### src/rtl/rc_pwm_pulse_capture_assert.svh
// Assertion helpers; clk and rst are taken from the module that uses them.
`ifndef RC_PWM_PULSE_CAPTURE_ASSERT_SVH
`define RC_PWM_PULSE_CAPTURE_ASSERT_SVH

// Same-cycle implication.
`define RCPC_ASSERT_NOW(name, ante, cons) \
  name: assert property (@(posedge clk) disable iff (rst) (ante) |-> (cons)) \
    else $error("rc_pwm_pulse_capture: assertion failed");

// Next-cycle implication.
`define RCPC_ASSERT_NXT(name, ante, cons) \
  name: assert property (@(posedge clk) disable iff (rst) (ante) |=> (cons)) \
    else $error("rc_pwm_pulse_capture: assertion failed");

`endif

### src/rtl/rcpc_pkg.sv
`default_nettype none

package rcpc_pkg;

  localparam int CHANNELS_DEF = 4;
  localparam int MASK_W       = 4;
  // the channel-count register is 3 bits, so a required mask spans at most 7 channels
  localparam int NEED_W       = 8;

  localparam logic [15:0] MIN_SLACK = 16'd200;
  localparam logic [16:0] MAX_SLACK = 17'd500;
  localparam logic [31:0] AGE_NEVER = 32'hFFFF_FFFF;

  localparam logic [2:0]  NUM_CHANNELS_RST = 3'd4;
  localparam logic [15:0] MIN_PULSE_RST    = 16'd1000;
  localparam logic [15:0] MAX_PULSE_RST    = 16'd2000;
  localparam logic [31:0] TIMEOUT_RST      = 32'd100000;
  localparam logic [15:0] TIMER_RELOAD_RST = 16'd65535;

  typedef enum logic {
    OP_EDGE = 1'b0,
    OP_POLL = 1'b1
  } op_t;

  typedef enum logic [2:0] {
    REG_NUM_CHANNELS = 3'd0,
    REG_MIN_PULSE    = 3'd1,
    REG_MAX_PULSE    = 3'd2,
    REG_TIMEOUT      = 3'd3,
    REG_TIMER_RELOAD = 3'd4
  } reg_idx_t;

  // per-channel state word held in the channel memory
  typedef struct packed {
    logic        expect_fall;
    logic [15:0] rise_stamp;
    logic [16:0] stored_width;
  } entry_t;

endpackage

`default_nettype wire

### src/rtl/rcpc_chan_mem.sv
`default_nettype none

module rcpc_chan_mem #(
  parameter int DEPTH = rcpc_pkg::CHANNELS_DEF,
  parameter int AW    = (DEPTH > 1) ? $clog2(DEPTH) : 1
) (
  input  wire logic            clk,
  input  wire logic            rst,
  input  wire logic            rd_en,
  input  wire logic [AW-1:0]   rd_addr,
  input  wire logic            wr_en,
  input  wire logic [AW-1:0]   wr_addr,
  input  wire rcpc_pkg::entry_t wr_data,
  output rcpc_pkg::entry_t     rd_data
);

  rcpc_pkg::entry_t mem [DEPTH];
  logic [DEPTH-1:0] vld;

  always_ff @(posedge clk) begin
    if (wr_en) begin
      mem[wr_addr] <= wr_data;
    end
  end

  always_ff @(posedge clk) begin
    if (rst) begin
      vld <= '0;
    end else if (wr_en) begin
      vld[wr_addr] <= 1'b1;
    end
  end

  // write-first: a read that meets a write to the same entry takes the new word;
  // an entry never written reads as zero
  always_ff @(posedge clk) begin
    if (rd_en) begin
      if (wr_en && wr_addr == rd_addr) begin
        rd_data <= wr_data;
      end else if (vld[rd_addr]) begin
        rd_data <= mem[rd_addr];
      end else begin
        rd_data <= '0;
      end
    end
  end

endmodule

`default_nettype wire

### src/rtl/rc_pwm_pulse_capture.sv
// RC PWM pulse capture.
// Input channel (in_valid / in_stall): opcode selects an edge item (channel,
// capture_time, now_us) or a status poll (now_us). Output channel (out_valid /
// out_stall) returns exactly one result item per input item, in order.
// Config channel (cfg_valid / cfg_ready, cfg_index, cfg_data) writes registers
// 0..4; cfg_ready is always high. Write config only while the block is idle.
// Path: an accepted item passes the channel memory read, then a read-modify-write
// into the output register, where its result can be taken.
// Throughput: one item per cycle unless out_stall holds a result; a channel word
// read in the same cycle as a write to it is forwarded inside the memory.
// Reset: every channel expects a rising edge, all counters and status clear,
// registers take their default values, no result is pending.
// Stall: a stalled result holds in the output register; the item behind it
// waits in the compute stage and in_stall goes high until out_stall drops.
`default_nettype none
`include "rc_pwm_pulse_capture_assert.svh"

module rc_pwm_pulse_capture #(
  parameter int CHANNELS = rcpc_pkg::CHANNELS_DEF
) (
  input  wire logic        clk,
  input  wire logic        rst,
  // input items
  input  wire logic        in_valid,
  output logic             in_stall,
  input  wire logic        opcode,
  input  wire logic [1:0]  channel,
  input  wire logic [15:0] capture_time,
  input  wire logic [31:0] now_us,
  // result items
  output logic             out_valid,
  input  wire logic        out_stall,
  output logic [16:0]      pulse_width,
  output logic             width_stored,
  output logic             next_edge_falling,
  output logic             frame_published,
  output logic [31:0]      frame_count,
  output logic [3:0]       published_mask,
  output logic [31:0]      frame_age,
  output logic             link_healthy,
  output logic             sample_valid,
  // configuration
  input  wire logic        cfg_valid,
  output logic             cfg_ready,
  input  wire logic [2:0]  cfg_index,
  input  wire logic [31:0] cfg_data
);

  localparam int AW     = (CHANNELS > 1) ? $clog2(CHANNELS) : 1;
  localparam int MASK_W = rcpc_pkg::MASK_W;
  localparam int NEED_W = rcpc_pkg::NEED_W;

  // configuration registers
  logic [2:0]  chan_count;
  logic [15:0] pulse_min;
  logic [15:0] pulse_max;
  logic [31:0] link_timeout;
  logic [15:0] timer_reload;

  // compute stage
  logic        s1_valid;
  logic        s1_op;
  logic [1:0]  s1_ch;
  logic [15:0] s1_t;
  logic [31:0] s1_now;

  // global state
  logic [MASK_W-1:0] gather_mask;
  logic [31:0]       frames_done;
  logic [31:0]       last_frame_time;
  logic [MASK_W-1:0] frame_mask;
  logic [31:0]       status_age;
  logic              status_link;
  logic [MASK_W-1:0] status_mask;

  logic accept_in;
  logic commit;

  logic [AW-1:0] rd_addr;
  logic [AW-1:0] wr_addr;
  logic          wr_en;

  rcpc_pkg::entry_t ent;
  rcpc_pkg::entry_t ent_next;

  logic              ch_ok;
  logic [2:0]        num_eff;
  logic [NEED_W-1:0] need;
  logic [15:0]       lo;
  logic [16:0]       hi;
  logic [16:0]       width;
  logic              stored;
  logic              published;
  logic              nfall;
  logic [MASK_W-1:0] bit_m;
  logic [MASK_W-1:0] gather_mask_next;
  logic [31:0]       frames_done_next;
  logic [31:0]       last_frame_time_next;
  logic [MASK_W-1:0] frame_mask_next;
  logic [31:0]       status_age_next;
  logic              status_link_next;
  logic [MASK_W-1:0] status_mask_next;
  logic [31:0]       age;

  assign cfg_ready = 1'b1;

  always_ff @(posedge clk) begin
    if (rst) begin
      chan_count   <= rcpc_pkg::NUM_CHANNELS_RST;
      pulse_min    <= rcpc_pkg::MIN_PULSE_RST;
      pulse_max    <= rcpc_pkg::MAX_PULSE_RST;
      link_timeout <= rcpc_pkg::TIMEOUT_RST;
      timer_reload <= rcpc_pkg::TIMER_RELOAD_RST;
    end else if (cfg_valid && cfg_ready) begin
      unique case (rcpc_pkg::reg_idx_t'(cfg_index))
        rcpc_pkg::REG_NUM_CHANNELS: chan_count   <= cfg_data[2:0];
        rcpc_pkg::REG_MIN_PULSE:    pulse_min    <= cfg_data[15:0];
        rcpc_pkg::REG_MAX_PULSE:    pulse_max    <= cfg_data[15:0];
        rcpc_pkg::REG_TIMEOUT:      link_timeout <= cfg_data;
        rcpc_pkg::REG_TIMER_RELOAD: timer_reload <= cfg_data[15:0];
        default: ;
      endcase
    end
  end

  // handshake
  assign commit    = s1_valid && (!out_valid || !out_stall);
  assign in_stall  = s1_valid && !commit;
  assign accept_in = in_valid && !in_stall;

  always_ff @(posedge clk) begin
    if (rst) begin
      s1_valid <= 1'b0;
    end else if (accept_in) begin
      s1_valid <= 1'b1;
    end else if (commit) begin
      s1_valid <= 1'b0;
    end
  end

  always_ff @(posedge clk) begin
    if (accept_in) begin
      s1_op  <= opcode;
      s1_ch  <= channel;
      s1_t   <= capture_time;
      s1_now <= now_us;
    end
  end

  assign rd_addr = AW'(channel);
  assign wr_addr = AW'(s1_ch);
  assign ch_ok   = 32'(s1_ch) < 32'(CHANNELS);
  assign wr_en   = commit && (s1_op == rcpc_pkg::OP_EDGE) && ch_ok;

  rcpc_chan_mem #(
    .DEPTH (CHANNELS),
    .AW    (AW)
  ) u_mem (
    .clk     (clk),
    .rst     (rst),
    .rd_en   (accept_in),
    .rd_addr (rd_addr),
    .wr_en   (wr_en),
    .wr_addr (wr_addr),
    .wr_data (ent_next),
    .rd_data (ent)
  );

  // limits derived from the config
  assign num_eff = (32'(chan_count) > 32'(CHANNELS)) ? 3'(CHANNELS) : chan_count;
  assign need    = NEED_W'((9'd1 << num_eff) - 9'd1);
  assign lo      = (pulse_min >= rcpc_pkg::MIN_SLACK) ?
                   (pulse_min - rcpc_pkg::MIN_SLACK) : 16'd0;
  assign hi      = {1'b0, pulse_max} + rcpc_pkg::MAX_SLACK;
  assign bit_m   = MASK_W'(1) << s1_ch;

  always_comb begin
    ent_next             = ent;
    width                = 17'd0;
    stored               = 1'b0;
    published            = 1'b0;
    nfall                = 1'b0;
    gather_mask_next     = gather_mask;
    frames_done_next     = frames_done;
    last_frame_time_next = last_frame_time;
    frame_mask_next      = frame_mask;
    status_age_next      = status_age;
    status_link_next     = status_link;
    status_mask_next     = status_mask;
    age = (last_frame_time == 32'd0) ? rcpc_pkg::AGE_NEVER : (s1_now - last_frame_time);

    if (s1_op == rcpc_pkg::OP_POLL) begin
      status_age_next  = age;
      status_mask_next = frame_mask;
      status_link_next = (last_frame_time != 32'd0) && (age <= link_timeout);
    end else if (ch_ok) begin
      if (!ent.expect_fall) begin
        ent_next.expect_fall = 1'b1;
        ent_next.rise_stamp  = s1_t;
      end else begin
        ent_next.expect_fall = 1'b0;
        // wrap at the timer reload, modulo 2^17
        if (s1_t >= ent.rise_stamp) begin
          width = {1'b0, s1_t} - {1'b0, ent.rise_stamp};
        end else begin
          width = {1'b0, timer_reload} + 17'd1 - {1'b0, ent.rise_stamp} + {1'b0, s1_t};
        end
        if (width < {1'b0, lo}) begin
          // too short: ignored
        end else if (width > hi) begin
          gather_mask_next = gather_mask & ~bit_m;
        end else begin
          ent_next.stored_width = width;
          stored = 1'b1;
          if (width >= {1'b0, pulse_min} && width <= {1'b0, pulse_max}) begin
            gather_mask_next = gather_mask | bit_m;
            if ((NEED_W'(gather_mask_next) & need) == need) begin
              frames_done_next     = frames_done + 32'd1;
              last_frame_time_next = s1_now;
              frame_mask_next      = gather_mask_next;
              gather_mask_next     = '0;
              published            = 1'b1;
            end
          end else begin
            gather_mask_next = gather_mask & ~bit_m;
          end
        end
      end
      nfall = ent_next.expect_fall;
    end
  end

  always_ff @(posedge clk) begin
    if (rst) begin
      gather_mask     <= '0;
      frames_done     <= '0;
      last_frame_time <= '0;
      frame_mask      <= '0;
      status_age      <= '0;
      status_link     <= 1'b0;
      status_mask     <= '0;
    end else if (commit) begin
      gather_mask     <= gather_mask_next;
      frames_done     <= frames_done_next;
      last_frame_time <= last_frame_time_next;
      frame_mask      <= frame_mask_next;
      status_age      <= status_age_next;
      status_link     <= status_link_next;
      status_mask     <= status_mask_next;
    end
  end

  // output register
  always_ff @(posedge clk) begin
    if (rst) begin
      out_valid <= 1'b0;
    end else if (commit) begin
      out_valid <= 1'b1;
    end else if (!out_stall) begin
      out_valid <= 1'b0;
    end
  end

  always_ff @(posedge clk) begin
    if (commit) begin
      pulse_width       <= width;
      width_stored      <= stored;
      next_edge_falling <= nfall;
      frame_published   <= published;
      frame_count       <= frames_done_next;
      published_mask    <= frame_mask_next;
      frame_age         <= status_age_next;
      link_healthy      <= status_link_next;
      sample_valid      <= ((NEED_W'(status_mask_next) & need) == need) && status_link_next;
    end
  end

  `RCPC_ASSERT_NOW(a_stall_needs_item, in_stall, s1_valid)
  `RCPC_ASSERT_NXT(a_publish_counts, commit && published,
                   frames_done == $past(frames_done) + 32'd1)
  `RCPC_ASSERT_NXT(a_publish_clears_gather, commit && published, gather_mask == '0)
  `RCPC_ASSERT_NOW(a_publish_implies_stored, out_valid && frame_published, width_stored)
  `RCPC_ASSERT_NOW(a_stored_ends_pulse, out_valid && width_stored, !next_edge_falling)

endmodule

`default_nettype wire
### config.mk
export PLATFORM = sky130hd
export DESIGN_NAME = rc_pwm_pulse_capture
export DESIGN_NICKNAME = d
export VERILOG_FILES = /design/src/rtl/rcpc_pkg.sv /design/src/rtl/rcpc_chan_mem.sv /design/src/rtl/rc_pwm_pulse_capture.sv
export VERILOG_INCLUDE_DIRS = /design/src /design/src/rtl
export SDC_FILE = /design/constraint.sdc
export NUM_CORES = 1
export LEC_CHECK = 0
export BUFFER_PORTS_ARGS = -buffer_cell sky130_fd_sc_hd__buf_2
export CORE_MARGIN = 2
export CORE_UTILIZATION = 47
export CTS_BUF_LIST = sky130_fd_sc_hd__clkbuf_4
export DETAILED_ROUTE_END_ITERATION = 16
export HOLD_SLACK_MARGIN = 0.03
export PLACE_DENSITY = 0.67
export SYNTH_ARGS = -nofsm -noshare
export SYNTH_HDL_FRONTEND = slang
export SYNTH_HIERARCHICAL = 1
export SYNTH_SLANG_ARGS = --single-unit
### constraint.sdc
create_clock -name clk -period 6.1 [get_ports clk]
set_clock_uncertainty 0.05 [all_clocks]
set_input_delay 1.22 -clock clk [delete_from_list [all_inputs] [get_ports clk]]
set_output_delay 1.22 -clock clk [all_outputs]
set_load 0.05 [all_outputs]
==> metrics.md, run 1 <==
| Metric | Value |
|---|---|
| Clock slew at reported path FFs | `70 ps` |
| Max stage delay on crit path | `560 ps` |
| Max Clk Rate | `171 MHz` |
| Min Tclk post-route | `5850 ps` |
| Setup TNS | `0 ps` |
| RSZ-0062 raised after global routing | `yes` |
| Core area | `0.0500 mm^2` |
| Cell family with most CP delay | `compound AO/OA/AOI/OAI gates` |
| Vias | `19400` |
| Initial Util | `0.474` |
| Cell Chain, Critical Path | `ha_1 -> nand2b_1 -> a21oi_1 -> o31a_1 -> o31a_1 -> nor2_4 -> mux2_2 -> ha_1 -> a2111o_1 -> o21ai_0 -> a221oi_1 -> a311oi_1 -> nand2_1 -> a21oi_1 -> or4_4 -> nand3_2 -> or4_1 -> xnor2_1` |
| Hold Vio Cnt, Final | `0` |
| Total of max-cap violations | `0` |
| CTS buffer count | `111` |
| Slew HR | `0.168` |
| Placed Cells | `3280` |
| Final core utilization | `0.542` |
| Status | `finished clean` |
| Routed WL per cell | `18.4 um` |
| Max clock buf depth | `3` |
| Syn Std Cell Area | `0.0237 mm^2` |
| Ys Warns | `6` |
| Syn_area_per_cell | `9.53 um^2` |
| DRT Wirelength | `64400 um` |
| Clk_lat worst skew | `880 ps` |
| Initial DRC count | `1329` |
| Dpl hpwl | `47500 um` |
| Gp weighted congestion | `0.968` |
| I/O pin count | `184` |
| Mapped Cells | `2487` |
| Final max-slew violation count | `0` |
| Worst Setup End Kind | `flip-flop` |
| IO buf count | `182` |
| Die area | `0.0522 mm^2` |
| Routed Antenna Nets | `0` |
| Critical path buffers and inverters | `0` |
| Share of cells above drive strength 1 | `0.180` |
| Die X | `229 um` |
| Vias/cell | `5.55` |
| Finished Layout Cells | `3493` |
| CP arrival | `6420 ps` |
| Cell area power density | `273 mW/mm^2` |
| Layout Nets | `2985` |
| Crit start category | `flip-flop` |
| Clock sink count | `424` |
| Die height | `229 um` |
| Final setup fails | `0` |
| Post-CTS Setup Inserts | `0` |
| H-tree Lvls | `3` |
| Worst-path fanout max | `7` |
| Worst Path Required | `6670 ps` |
| Leak Pwr | `10.8 nW` |
| Grt ovf | `0` |
| Fin crit share | `0.959` |
| Clock root buffer | `clkbuf_4` |
| Largest net degree at the start of global routing | `89` |
| # rows | `82` |
| GRT Util Overall | `0.244` |
| CTS tree | `yes` |
| Critical-path cell with the highest stage delay | `or4_1` |
| First-pass GRT wire length | `102000 um` |
| Synthesized Nets | `2751` |
| CP Class | `flip-flop to flip-flop` |
| DRC viols | `0` |
| Antenna violations before repair | `6` |
| Vias in the first global route | `19000` |
| TritonRoute pass-1 iters | `9` |
| Peak supply drop | `180 uV` |
| Tightest Hold Check Type | `flip-flop to flip-flop` |
| Area grow syn2layout | `14.2%` |
| Fill count | `4581` |
| Worst Tran Pin Value | `1240 ps` |
[stage by stage]
stage	area [um^2]	hold WS, ps	power (W)	setup WS [ps]
4_1_cts	27000	384	0.00743	2.42
2_1_floorplan	23700	382	0.00428	460
5_1_grt	27100	418	0.00775	-38.7
6_report	27100	403	0.00738	248
3_3_place_gp	25500	389	0.00476	157
3_5_place_dp	25500	394	0.00479	30.7
[worst reg2reg max path, delay by kind of cell (launching register included)]
| kind | cells | cell delay, ps |
|---|---|---|
| AO/OA/AOI/OAI | 8 | 2300 |
| multiplexers | 1 | 460 |
| flip-flops | 1 | 530 |
| XOR/XNOR | 1 | 170 |
| AND/OR/NAND/NOR | 6 | 1400 |
| adder cells (fa/ha/maj) | 2 | 730 |
[flip-flops by register name, summed over array words and instances, names as in the netlist, 16 cells and up]
| signal | count |
|---|---|
| frame_age | 32 |
| frame_count | 32 |
| frames_done | 32 |
| last_frame_time | 32 |
| link_timeout | 32 |
| pulse_max | 16 |
| pulse_min | 16 |
| pulse_width | 17 |
| s1_now | 32 |
| s1_t | 16 |
| status_age | 32 |
| timer_reload | 16 |
| u_mem/mem | 68 |
| u_mem/rd_data | 17 |
[report_power, final]
group          internal (W)  switching [W]  total (W)
clock               0.00140        0.00122    0.00262
sequential          0.00311      0.0000543    0.00316
combinational      0.000597       0.000996    0.00159
total               0.00511        0.00227    0.00738
[placed cells by master (no fill, tap or decap), drive strengths merged, types with 9 or more instances in the layout]
| cell | n |
|---|---|
| nor2b | 38 |
| o21a | 17 |
| a211oi | 28 |
| clkinv | 35 |
| a22o | 17 |
| a211o | 15 |
| buf | 238 |
| edfxtp | 226 |
| and3 | 31 |
| fa | 18 |
| a31oi | 17 |
| a21o | 57 |
| nand3 | 88 |
| or4 | 22 |
| nor4 | 15 |
| a21oi | 217 |
| inv | 222 |
| nand4 | 39 |
| or2 | 11 |
| xnor2 | 82 |
| mux2 | 30 |
| ha | 155 |
| nor2 | 174 |
| nor3 | 33 |
| nand3b | 23 |
| o21ai | 108 |
| mux4 | 18 |
| dfxtp | 198 |
| o31ai | 14 |
| and2 | 19 |
| clkbuf | 170 |
| nand2b | 15 |
| nand2 | 300 |
| a221oi | 9 |
| xor2 | 29 |
[per-layer routing]
layer / global-route usage / vias up / routed length [um]
met2: 0.405 / 565 / 30600
met4: 0.0893 / 2 / 1690
li1: - / 9359 / -
met5: 0 / - / 11
met1: 0.322 / 9340 / 28500
met3: 0.0402 / 122 / 3560
[final cells by class]
type,count,area (um^2),area share
antenna,3,7.51,0.000277
clock buffer,170,1280,0.0472
clock inverter,40,256,0.00948
inverter,221,832,0.0307
multi-input combinational,1725,11600,0.430
sequential,424,10800,0.397
tap,672,841,0.0311
timing repair buffer,238,1450,0.0536
[what timing repair did]
| item | 4_1_cts | 5_1_grt |
|---|---|---|
| gates resized for setup | 1 | 15 |
| endpoints found under the setup margin | 9 | 109 |
| pin swaps | 0 | 1 |
| hold buffers | 0 | 0 |
[final timing paths]
kind,start,end,slack (ps),depth (start not counted)
setup / recovery,s1_t[1],frame_count[21],250,18
setup reg to reg,s1_t[1],frame_count[21],250,18
hold / removal,status_age[6],status_age[6],400,2
hold reg to reg,status_age[6],status_age[6],400,2
(Power assumes the default switching activity.)
==> run 2: changes to the inputs <==
CELL_PAD_IN_SITES_DETAIL_PLACEMENT = 1   (was default)
CELL_PAD_IN_SITES_GLOBAL_PLACEMENT = 2   (was default)
CORE_UTILIZATION = 37   (was 47)
PLACE_DENSITY = default   (was 0.67)
PLACE_DENSITY_LB_ADDON = 0.05   (was default)
SLEW_MARGIN = 25   (was default)
==> run 2 against run 1 <==
Compared with the run above:
- global-route usage fell by 1.3 points
- setup slack got worse by 22 ps
- sequential share of layout area fell by 1.0 points
- maximum frequency fell by 0.38%
- via count rose by 0.36%
- worst hold slack improved by 3.8 ps
- cell area rose by 2.7%
- register-to-register slack got worse by 20 ps
- clock-buffer cell count rose by 9
- wire length rose by 20%
- flip-flop and latch count did not move
- critical path depth rose by 5
- critical path type unchanged
- highest routed layer is now met4
==> metrics.md, run 2 (same netlist as run 1, synthesis figures left out) <==
| Metric | Value |
|---|---|
| Status | `finished clean` |
| Worst-path fanout max | `30` |
| CP Class | `flip-flop to flip-flop` |
| Clock root buffer | `clkbuf_4` |
| Routed WL per cell | `20.7 um` |
| Vias | `19500` |
| Finished Layout Cells | `3717` |
| Reg with most FFs | `u_mem/mem` |
| Layout Nets | `3030` |
| Initial DRC count | `985` |
| Final setup fails | `0` |
| GRT Util Overall | `0.231` |
| Die area | `0.0661 mm^2` |
| Leak Pwr | `11.1 nW` |
| Largest net degree at the start of global routing | `84` |
| Initial Util | `0.375` |
| # rows | `92` |
| Largest register FFs | `68` |
| Die X | `257 um` |
| Clk_lat worst skew | `910 ps` |
| Cell area power density | `278 mW/mm^2` |
| CTS tree | `yes` |
| Clock slew at reported path FFs | `80 ps` |
| Dpl hpwl | `57000 um` |
| Grt ovf | `0` |
| Hold Vio Cnt, Final | `0` |
| Clock sink count | `424` |
| DRC viols | `0` |
| Fin crit share | `0.963` |
| CTS buffer count | `118` |
| Min Tclk post-route | `5870 ps` |
| Gp weighted congestion | `0.908` |
| Fin area | `0.0278 mm^2` |
| Placed Cells | `3490` |
| Worst Path Required | `6660 ps` |
| Peak supply drop | `123 uV` |
| Tightest Hold Check Type | `flip-flop to flip-flop` |
| Worst Setup End Kind | `flip-flop` |
| Routed Antenna Nets | `0` |
| Total chip power | `0.00774 W` |
| DRT Wirelength | `77100 um` |
| Cell Chain, Critical Path | `inv_1 -> fa_1 -> inv_1 -> ha_1 -> buf_4 -> nor2b_4 -> o2111ai_4 -> a2111oi_4 -> buf_4 -> nor2_1 -> o311ai_0 -> a21oi_1 -> inv_1 -> ha_1 -> a221oi_1 -> inv_1 -> a221o_1 -> a21oi_1 -> or4_4 -> and3_2 -> buf_12 -> nand4_1 -> xnor2_1` |
| Commonest non-fill, non-tap cell in the layout | `nand2_1` |
| Die height | `257 um` |
| Core area | `0.0632 mm^2` |
| R2R Setup Slk | `230 ps` |
| Max stage delay on crit path | `590 ps` |
| Max clock buf depth | `3` |
| Crit-path most repeated cell | `inv_1` |
| Area grow syn2layout | `17.3%` |
| Critical-path cell with the highest stage delay | `o311ai_0` |
| IO buf count | `182` |
| Share of cells above drive strength 1 | `0.201` |
| TritonRoute pass-1 iters | `5` |
| Crit start category | `flip-flop` |
| Slew HR | `0.315` |
| Commonest non-fill, non-tap cells in the layout | `nand2_1, edfxtp_1, inv_1` |
| First-pass GRT wire length | `119000 um` |
| H-tree Lvls | `3` |
| Worst Tran Pin Value | `1030 ps` |
| CP arrival | `6430 ps` |
| Final max-slew violation count | `0` |
| Vias/cell | `5.23` |
| Total of max-cap violations | `0` |
| Max Clk Rate | `170 MHz` |
| Antenna violations before repair | `3` |
| I/O pin count | `184` |
| Vias in the first global route | `20500` |
| Placed cell area | `0.0260 mm^2` |
## run 2: layout make-up
| class | instances | area [um^2] |
|---|---|---|
| Clock buffer | 179 | 1340 |
| Timing Repair Buffer | 276 | 1730 |
| Clock inverter | 45 | 293 |
| Inverter | 221 | 832 |
| Multi-Input combinational cell | 1725 | 11800 |
| Fill cell | 7244 | 35400 |
| Antenna cell | 1 | 2.50 |
| Tap cell | 846 | 1060 |
| Sequential cell | 424 | 10800 |
## run 2: worst max-delay path: cells and delay by family, from the launching register on
family	cells	cell delay [ps]
flops	1	390
compound gates	7	2080
buf+inv	7	930
xor+xnor	1	170
simple gates	5	880
fa+ha+maj	3	1110
## run 2: timing repair
action                                 in CTS  in global routing
hold buffers                                0                  0
setup endpoints to repair                  87                110
gates resized for setup                     4                 35
setup buffers                               0                  2
endpoints found under the hold margin       0                  0
pin swaps                                   2                 12
## run 2: final timing paths
kind | from | end | depth (start not counted)
worst max-delay path | s1_t[2] | frame_count[4] | 23
worst min-delay path | status_age[9] | status_age[9] | 2
worst max register to register | s1_t[2] | frame_count[4] | 23
worst min register to register | status_age[9] | status_age[9] | 2
## run 2: routing by layer
| metal | share of wire | global-route usage |
|---|---|---|
| met1 | 0.48 | 0.318 |
| met2 | 0.46 | 0.372 |
| met3 | 0.040 | 0.0351 |
| met4 | 0.023 | 0.0715 |
| met5 | 0 | 0 |
## run 2: where the power goes
group	internal, W	switching (W)	leakage [nW]
combinational	0.000662	0.00111	6.37
sequential	0.00311	0.0000579	3.73
clock	0.00151	0.00129	0.966
## run 2: per-stage QoR
step	worst slack (ps)	setup TNS (ps)	utilization	hold WS, ps
after floorplan	460	0	-	382
after global placement	-72.4	-618	0.411	389
after detailed placement	-201	-7330	0.411	397
after CTS	6.49	0	0.437	357
after global routing	-26.9	-128	0.440	407
final	225	0	0.440	407
